**config.mk**
```make
export PLATFORM = sky130hd
export DESIGN_NAME = stream_find_and_replace
export DESIGN_NICKNAME = d
export VERILOG_FILES = /design/src/hdl/sfr_pkg.sv /design/src/hdl/sfr_queue.sv /design/src/hdl/sfr_engine.sv /design/src/hdl/stream_find_and_replace.sv
export SDC_FILE = /design/constraint.sdc
export NUM_CORES = 1
export LEC_CHECK = 0
export ABC_AREA = 1
export BUFFER_PORTS_ARGS = -buffer_cell sky130_fd_sc_hd__buf_2
export CAP_MARGIN = 20
export CORE_AREA = 2 2 232 234
export DETAILED_ROUTE_END_ITERATION = 12
export DIE_AREA = 0 0 234 236
export PLACE_DENSITY_LB_ADDON = 0.2
export SETUP_SLACK_MARGIN = 0.15
export SKIP_CTS_REPAIR_TIMING = 1
export SLEW_MARGIN = 20
export SYNTH_ARGS = -nofsm -noshare
export SYNTH_HDL_FRONTEND = slang
export SYNTH_HIERARCHICAL = 1
export SYNTH_SLANG_ARGS = --single-unit
```
**constraint.sdc**
```tcl
create_clock -name clk -period 4.15 [get_ports clk]
set_input_delay 1.245 -clock clk [delete_from_list [all_inputs] [get_ports clk]]
set_output_delay 1.245 -clock clk [all_outputs]
set_load 0.01 [all_outputs]
```
**src/hdl/sfr_pkg.sv**
```systemverilog
// Shared types and constants for the stream find-and-replace block.
// No dependencies.
package sfr_pkg;

  localparam logic [2:0] REG_PAT_LO  = 3'd0;
  localparam logic [2:0] REG_PAT_HI  = 3'd1;
  localparam logic [2:0] REG_PAT_LEN = 3'd2;
  localparam logic [2:0] REG_REP_LO  = 3'd3;
  localparam logic [2:0] REG_REP_HI  = 3'd4;
  localparam logic [2:0] REG_REP_LEN = 3'd5;

  localparam logic FUNC_TEXT = 1'b0;
  localparam logic FUNC_EOL  = 1'b1;

  localparam logic [7:0] NEWLINE = 8'h0A;

  typedef struct packed {
    logic       func;
    logic [7:0] data_byte;
  } in_item_t;

  typedef struct packed {
    logic [7:0] out_byte;
    logic       last_of_run;
  } out_item_t;

  // Pick byte i of a 16-byte register pair.
  function automatic logic [7:0] byte_sel(input logic [127:0] v, input logic [3:0] i);
    byte_sel = v[{i, 3'b000} +: 8];
  endfunction

endpackage

```
**src/hdl/sfr_queue.sv**
```systemverilog
// Small FIFO decoupling the input side from the matching engine.
// Depends on sfr_pkg.
module sfr_queue (
  input  logic              clk,
  input  logic              rst_n,
  input  logic              push,
  input  sfr_pkg::in_item_t push_data,
  output logic              full,
  input  logic              pop,
  output sfr_pkg::in_item_t pop_data,
  output logic              empty
);

  sfr_pkg::in_item_t mem_r [4];
  logic [1:0] wp_r, rp_r;
  logic [2:0] cnt_r;

  assign full     = (cnt_r == 3'd4);
  assign empty    = (cnt_r == 3'd0);
  assign pop_data = mem_r[rp_r];

  // Store requests and advance pointers
  always_ff @(posedge clk) begin
    if (push && !full) mem_r[wp_r] <= push_data;
    if (!rst_n) begin
      wp_r  <= '0;
      rp_r  <= '0;
      cnt_r <= '0;
    end else begin
      if (push && !full) wp_r <= wp_r + 2'd1;
      if (pop && !empty) rp_r <= rp_r + 2'd1;
      cnt_r <= cnt_r + 3'((push && !full) ? 1 : 0) - 3'((pop && !empty) ? 1 : 0);
    end
  end

endmodule

```
**src/hdl/sfr_engine.sv**
```systemverilog
// Matching engine: fallback walk, prefix re-emit, replacement and output register.
// Also rebuilds the failure table after pattern writes. Depends on sfr_pkg.
module sfr_engine (
  input  logic              clk,
  input  logic              rst_n,
  input  logic [127:0]      pat,
  input  logic [4:0]        pat_len,
  input  logic [127:0]      rep,
  input  logic [4:0]        rep_len,
  input  logic              pat_wr,
  input  logic              q_valid,
  input  sfr_pkg::in_item_t q_data,
  output logic              q_pop,
  output logic              out_empty,
  input  logic              out_pop,
  output sfr_pkg::out_item_t out_item
);

  localparam logic [2:0] S_IDLE = 3'd0;
  localparam logic [2:0] S_WALK = 3'd1;
  localparam logic [2:0] S_DROP = 3'd2;
  localparam logic [2:0] S_REP  = 3'd3;
  localparam logic [2:0] S_EOL  = 3'd4;
  localparam logic [2:0] S_NL   = 3'd5;
  localparam logic [2:0] S_BLD  = 3'd6;

  logic [3:0]  ftab_r [16];
  logic [2:0]  st_r, st_nxt;
  logic [4:0]  m_r, m_nxt;       // committed match length
  logic [4:0]  w_r, w_nxt;       // walking match length
  logic [4:0]  old_r, old_nxt;
  logic [4:0]  i_r, i_nxt;       // emit index
  logic [4:0]  drop_r, drop_nxt;
  logic [7:0]  c_r, c_nxt;
  logic [4:0]  bi_r, bi_nxt;     // table build index
  logic [4:0]  bk_r, bk_nxt;
  logic        ob_v_r, ob_v_nxt;
  sfr_pkg::out_item_t ob_r, ob_nxt;
  logic        ft_we;
  logic [3:0]  ft_wa, ft_wd;

  logic [4:0] plen, rlen;
  assign plen = (pat_len > 5'd16) ? 5'd16 : pat_len;
  assign rlen = (rep_len > 5'd16) ? 5'd16 : rep_len;

  assign out_empty = !ob_v_r;
  assign out_item  = ob_r;

  logic can_emit;
  assign can_emit = !ob_v_r || out_pop;

  logic [7:0] pw, pbi, pbk;
  assign pw  = sfr_pkg::byte_sel(pat, w_r[3:0]);
  assign pbi = sfr_pkg::byte_sel(pat, bi_r[3:0]);
  assign pbk = sfr_pkg::byte_sel(pat, bk_r[3:0]);

  // Sequence one request through walk, drop, replace and end-of-line steps; also build the table
  always_comb begin
    st_nxt = st_r; m_nxt = m_r; w_nxt = w_r; old_nxt = old_r; i_nxt = i_r;
    drop_nxt = drop_r; c_nxt = c_r; bi_nxt = bi_r; bk_nxt = bk_r;
    ob_v_nxt = ob_v_r && !out_pop; ob_nxt = ob_r;
    q_pop = 1'b0; ft_we = 1'b0; ft_wa = bi_r[3:0]; ft_wd = '0;
    unique case (st_r)
      S_IDLE: begin
        if (q_valid) begin
          q_pop = 1'b1;
          c_nxt = q_data.data_byte;
          w_nxt = (m_r >= plen) ? 5'd0 : m_r;
          old_nxt = w_nxt;
          i_nxt = '0;
          if (q_data.func == sfr_pkg::FUNC_EOL) st_nxt = S_EOL;
          else if (plen == 5'd0) begin
            drop_nxt = 5'd1; old_nxt = '0; st_nxt = S_DROP;
          end else st_nxt = S_WALK;
        end
      end
      S_WALK: begin
        if (w_r != 5'd0 && pw != c_r) w_nxt = {1'b0, ftab_r[4'(w_r - 5'd1)]};
        else begin
          if (pw == c_r) w_nxt = w_r + 5'd1;
          drop_nxt = old_r + 5'd1 - w_nxt;
          m_nxt = w_nxt;
          st_nxt = S_DROP;
        end
      end
      S_DROP: begin
        if (i_r == drop_r) begin
          i_nxt = '0;
          if (plen != 5'd0 && m_r == plen) begin
            m_nxt = '0; st_nxt = (rlen == 5'd0) ? S_IDLE : S_REP;
          end else st_nxt = S_IDLE;
        end else if (can_emit) begin
          ob_v_nxt = 1'b1;
          ob_nxt.out_byte = (i_r < old_r) ? sfr_pkg::byte_sel(pat, i_r[3:0]) : c_r;
          ob_nxt.last_of_run = (i_r + 5'd1 == drop_r) &&
                               !(plen != 5'd0 && m_r == plen && rlen != 5'd0);
          i_nxt = i_r + 5'd1;
        end
      end
      S_REP: begin
        if (can_emit) begin
          ob_v_nxt = 1'b1;
          ob_nxt.out_byte = sfr_pkg::byte_sel(rep, i_r[3:0]);
          ob_nxt.last_of_run = (i_r + 5'd1 == rlen);
          i_nxt = i_r + 5'd1;
          if (i_r + 5'd1 == rlen) st_nxt = S_IDLE;
        end
      end
      S_EOL: begin
        if (i_r == old_r) st_nxt = S_NL;
        else if (can_emit) begin
          ob_v_nxt = 1'b1;
          ob_nxt.out_byte = sfr_pkg::byte_sel(pat, i_r[3:0]);
          ob_nxt.last_of_run = 1'b0;
          i_nxt = i_r + 5'd1;
        end
      end
      S_NL: begin
        if (can_emit) begin
          ob_v_nxt = 1'b1;
          ob_nxt.out_byte = sfr_pkg::NEWLINE;
          ob_nxt.last_of_run = 1'b1;
          m_nxt = '0;
          st_nxt = S_IDLE;
        end
      end
      S_BLD: begin
        // One failure-table step per cycle
        if (bi_r >= plen || bi_r == 5'd16) st_nxt = S_IDLE;
        else if (bk_r != 5'd0 && pbi != pbk) bk_nxt = {1'b0, ftab_r[4'(bk_r - 5'd1)]};
        else begin
          ft_we = 1'b1;
          ft_wd = (pbi == pbk) ? 4'(bk_r + 5'd1) : bk_r[3:0];
          bk_nxt = {1'b0, ft_wd};
          bi_nxt = bi_r + 5'd1;
        end
      end
      default: st_nxt = S_IDLE;
    endcase
    // Restart the build; the first table entry is always zero
    if (pat_wr) begin
      st_nxt = S_BLD; m_nxt = '0; bi_nxt = 5'd1; bk_nxt = '0;
      ft_we = 1'b1; ft_wa = 4'd0; ft_wd = 4'd0;
    end
  end

  // Hold state, table and output register
  always_ff @(posedge clk) begin
    if (ft_we) ftab_r[ft_wa] <= ft_wd;
    ob_r <= ob_nxt; w_r <= w_nxt; old_r <= old_nxt; i_r <= i_nxt;
    drop_r <= drop_nxt; c_r <= c_nxt; bi_r <= bi_nxt; bk_r <= bk_nxt;
    if (!rst_n) begin
      st_r <= S_IDLE; m_r <= '0; ob_v_r <= 1'b0;
    end else begin
      st_r <= st_nxt; m_r <= m_nxt; ob_v_r <= ob_v_nxt;
    end
  end

endmodule

```
**src/hdl/stream_find_and_replace.sv**
```systemverilog
// Top level of the stream find-and-replace block.
// Depends on sfr_pkg, sfr_queue and sfr_engine.
//
// Usage:
//   Input is a queue: drive in_data and push; a request is taken when
//   push is high and full is low. Requests are text bytes or end of line.
//   Results are a queue: while empty is low, out_data holds the oldest
//   byte; pop takes it. last_of_run marks the final byte of one request.
//   Configuration: cfg_valid/cfg_ready with cfg_index and cfg_wdata, to be
//   written only while the block is idle. A pattern write clears the match
//   and rebuilds the failure table, one step per pattern byte plus one per
//   fallback step.
// Flow:
//   Four-deep input queue feeds the engine. A text byte is dequeued, then
//   walked through its fallback steps; its dropped bytes are emitted and
//   the drop run closed. End of line re-emits the held prefix and a newline.
// Reset clears the match, queue and output register and builds an empty
// table. A stalled receiver (pop low) holds the engine's emit steps while
// the output register is full; the queue still takes requests until full.
module stream_find_and_replace (
  input  logic               clk,
  input  logic               rst_n,
  input  logic               push,
  input  sfr_pkg::in_item_t  in_data,
  output logic               full,
  output logic               empty,
  input  logic               pop,
  output sfr_pkg::out_item_t out_data,
  input  logic               cfg_valid,
  output logic               cfg_ready,
  input  logic [2:0]         cfg_index,
  input  logic [63:0]        cfg_wdata
);

  logic [63:0] pat_lo_r, pat_hi_r, rep_lo_r, rep_hi_r;
  logic [4:0]  pat_len_r, rep_len_r;
  logic        cfg_we, pat_wr;
  logic        q_valid_n, q_pop;
  sfr_pkg::in_item_t q_data;

  assign cfg_ready = 1'b1;
  assign cfg_we    = cfg_valid && cfg_ready;
  assign pat_wr    = cfg_we && (cfg_index == sfr_pkg::REG_PAT_LO ||
                                cfg_index == sfr_pkg::REG_PAT_HI ||
                                cfg_index == sfr_pkg::REG_PAT_LEN);

  // Write configuration registers
  always_ff @(posedge clk) begin
    if (!rst_n) begin
      pat_lo_r <= '0; pat_hi_r <= '0; pat_len_r <= '0;
      rep_lo_r <= '0; rep_hi_r <= '0; rep_len_r <= '0;
    end else if (cfg_we) begin
      unique case (cfg_index)
        sfr_pkg::REG_PAT_LO:  pat_lo_r  <= cfg_wdata;
        sfr_pkg::REG_PAT_HI:  pat_hi_r  <= cfg_wdata;
        sfr_pkg::REG_PAT_LEN: pat_len_r <= cfg_wdata[4:0];
        sfr_pkg::REG_REP_LO:  rep_lo_r  <= cfg_wdata;
        sfr_pkg::REG_REP_HI:  rep_hi_r  <= cfg_wdata;
        sfr_pkg::REG_REP_LEN: rep_len_r <= cfg_wdata[4:0];
        default: ;
      endcase
    end
  end

  sfr_queue u_queue (
    .clk(clk), .rst_n(rst_n),
    .push(push), .push_data(in_data), .full(full),
    .pop(q_pop), .pop_data(q_data), .empty(q_valid_n)
  );

  sfr_engine u_engine (
    .clk(clk), .rst_n(rst_n),
    .pat({pat_hi_r, pat_lo_r}), .pat_len(pat_len_r),
    .rep({rep_hi_r, rep_lo_r}), .rep_len(rep_len_r),
    .pat_wr(pat_wr || !rst_n),
    .q_valid(!q_valid_n), .q_data(q_data), .q_pop(q_pop),
    .out_empty(empty), .out_pop(pop), .out_item(out_data)
  );

endmodule

```
==> results by group <==
Power
  – Reg power frac: 31.8%
  – Pint: between 9 and 10 mW
  – Switching power: 6.72 mW
  – Maximum VDD drop: between 300 and 400 uV
  – Total power: 15.9 mW
  – Leak: 12.3 nW
  – Clk pwr share: 26.4%
  – Switching share of power: 42.3%
  – Comb pwr share: 41.8%
  – Pwr dens: roughly 560 mW/mm^2

Setup path
  – R2R depth: 11
  – Reg-to-reg endpoint: u_engine/ftab_r[2][2]
  – Slowest cell on crit path: nor2_1
  – Worst setup path class: reg2reg
  – Critical Path End Type: register
  – Largest stage delay, worst path: 0.84 ns
  – Crit path cell chain: nor4_1 > o21ai_0 > ha_1 > a21oi_1 > nor2_1 > a211oi_1 > o2111ai_1 > nor2_1 > buf_4 > nand3_4 > nor2_1
  – CP Max Fanout: 16
  – Crit path required time: 4.39 ns
  – Type of origin of the critical path: register
  – WP data arrival: 4.01 ns
  – Worst path most repeated cell: nor2_1
  – R2r startpoint: pat_len_r[0]
  – Reg2reg setup slack: approximately 0.38 ns

Logic synthesis
  – Xor and xnor area share after synthesis: 0.974%
  – Post-synth design cell area: 0.0261 sq mm
  – Synth area leaders: dfxtp_1, edfxtp_1, nand2_1
  – Syn_nets: 4,018
  – Simple-gate share of the synthesized area: 33.4%
  – Cell taking the most area after synthesis: dfxtp_1
  – Post-Synth Adder-Cell Area: between 1.5 and 2%
  – Largest family of logic cells by synthesized area: simple AND/OR/NAND/NOR gates
  – Synth Warn #: 6
  – Fraction of registers with async set/reset: 0%
  – Area share of the largest cell type after synthesis: 22.5%
  – Syn avg cell area: 6.69 sq um
  – Yosys cell types: 56
  – Most common cell in the netlist: nand2_1
  – Post-synthesis sequential area ratio: 38.3%
  – #FFs+latches synth: 430
  – Post-synth top cells: nand2_1, nor2_1, nand3_1
  – Main synth FF type: dfxtp_1
  – Complex-gate fraction of the synthesized area: 15.8%
  – Mux cell area share after synthesis: 0%
  – Post-Synthesis Cells: 3,899
  – Post-synth EDFFs: 137

Hold path
  – Hold WC Path Type: reg2reg
  – Hold Path End: rep_hi_r[55]
  – Hold depth: 2
  – Hold_sp: rep_hi_r[55]

Global route
  – Initial antenna violation count: 0
  – Total GRT Usage: 31.6%
  – Vias in the first global route: 23,415
  – First-pass GRT wire length: 136 mm
  – Largest net degree at the start of global routing: around 190
  – Total congestion overflow: 0

Finish
  – Ant. Diodes: 0
  – Area growth syn-to-layout: 9.27%
  – Share of post-route cells with drive strength above 1: 8.54%
  – Total Nets Final: 3,978
  – Core Util, Final: 53.7%

Clock network
  – Total CTS buffers: 47
  – Clock edge transition at the registers on the reported setup and hold paths: 0.06 ns
  – CTS tree: yes
  – CTS HTree Levels: 2
  – TritonCTS Sinks: 430
  – CTS root buf: clkbuf_16
  – Latest clock arrival within the worst-skew pair: 0.61 ns
  – Clock buffer depth: 3

Die
  – Total core area: 0.0531 sq mm
  – Die Area: approximately 0.055 sq mm
  – I/O pin total: 93
  – Die Height: 236 um
  – Chip width: 234 um
  – Row count: 85
  – Initial Util: around half

Drt
  – Detailed Route WL: 87.9 mm
  – Routed via count: 25,850
  – DRT iter0 DRCs: 2,781
  – Drt pass-1 iters: 6
  – Average wire per standard cell: 19.1 um
  – Drc violations: 0
  – Via density per instance: about 5.6
  – Antenna-violating nets left: 0

Placement
  – Port Buffers: 91
  – RD Place Congestion: 0.948
  – Post-DP HPWL: 60.0 mm

Timing
  – RSZ-0062 raised after global routing: no
  – Worst slew pin tran: 1.08 ns
  – Tcrit/Tclk final: 90.8%
  – Final setup fails: 0
  – Final Max Slew Viols: 0
  – Hold Vio Cnt, Final: 0
  – Fmax: around 0.27 GHz
  – Time the worst path needs with I/O delays and setup: 3.77 ns
  – Worst Skew: 0.0225 ns
  – Relative slew slack: 27.6%
  – Setup TNS: 0 ns

Status
  – Status: finished, final reports clean

Job
  – Max cap viols: 0
## through the flow
| step | hold slack (ns) | instance area [sq um] | worst slack [ns] | std cells |
|---|---|---|---|---|
| global route | 0.496 | 28500 | 0.165 | 4594 |
| finish | 0.476 | 28500 | 0.381 | 4594 |
| global placement | 0.455 | 26900 | 0.554 | 4505 |
| detailed placement | 0.464 | 26900 | 0.517 | 4505 |
| floorplan | 0.449 | 26100 | 0.844 | 3899 |
| CTS | 0.478 | 28500 | 0.480 | 4593 |
## cell families after synthesis
kind of cell,after synthesis
flops,430
other cells,1
xor+xnor,29
simple gates,2117
compound gates,712
fa+ha+maj,38
buf+inv,572
## state kept, by name (all words and copies together), names as in the netlist, 2 cells and up, named ones only
signal and count:
pat_lo_r 64, u_queue/cnt_r 3, u_engine/ftab_r 64, rep_lo_r 64
u_engine/bk_r 4, u_engine/w_r 5, u_engine/m_r 5, u_engine/old_r 5
u_engine/out_item 9, pat_hi_r 64, u_queue/wp_r 2, u_queue/rp_r 2
u_engine/st_r 3, u_engine/i_r 5, u_engine/drop_r 5, u_queue/mem_r 36
u_engine/c_r 8, rep_len_r 5, pat_len_r 5, u_engine/bi_r 5
rep_hi_r 64
## placed cells by master (no fill, tap or decap), drive strengths merged, types with 3 or more instances in the layout
cell type    n
o21ai      354
nand2      867
edfxtp     137
o22ai       21
nand4        7
inv        305
clkbuf      73
a211oi       5
xor2        18
o221ai      30
dfxtp      293
a21oi      193
ha          36
clkinv      16
nor2       826
nor4         4
nand3      406
nor3         3
o211ai      94
a31oi        3
buf        174
a32o         4
xnor2       11
## power groups by stage
stage / logic (mW) / registers, mW / clock network [mW]
floorplan: 4.53 / 4.99 / 0
global placement: 6.43 / 5.12 / 0
detailed placement: 6.47 / 5.13 / 0
CTS: 6.49 / 5.04 / 4.24
global route: 7.25 / 5.08 / 4.41
finish: 6.65 / 5.05 / 4.19
## how the worst max path moves through the flow
| stage | start | end | slack [ns] |
|---|---|---|---|
| floorplan | u_engine/w_r[0] | u_engine/drop_r[3] | 0.84 |
| global placement | u_engine/w_r[0] | u_engine/drop_r[4] | 0.55 |
| detailed placement | u_engine/w_r[0] | u_engine/drop_r[4] | 0.52 |
| CTS | pat_len_r[0] | u_engine/ftab_r[3][0] | 0.48 |
| global route | u_engine/w_r[0] | u_engine/drop_r[4] | 0.16 |
| finish | pat_len_r[0] | u_engine/ftab_r[2][2] | 0.38 |
## routing by layer
| layer | up-vias | wire length [um] | track usage (%) |
|---|---|---|---|
| met2 | 1107 | 38600 | 48.4 |
| met1 | 11856 | 37200 | 43.3 |
| met4 | 0 | 4970 | 16.3 |
| met5 | - | 0 | 0 |
| li1 | 12657 | - | - |
| met3 | 230 | 7080 | 4.42 |
## area by class of cell
type	instances	area, sq um
Tap cell	696	871
Fill cell	5410	24600
Sequential cell	430	9990
Multi-Input combinational cell	2897	13600
Clock inverter	17	161
Timing Repair Buffer	176	1310
Inverter	307	1170
Clock buffer	71	1390
## worst max-delay path: cells and delay by family, from the launching register on
family | cells | cell delay (ns)
AO/OA/AOI/OAI | 4 | 0.83
AND/OR/NAND/NOR | 5 | 1.68
buffers and inverters | 1 | 0.19
flip-flops | 1 | 0.32
adder cells (fa/ha/maj) | 1 | 0.38
No activity file was read; power rests on OpenSTA's default activity.
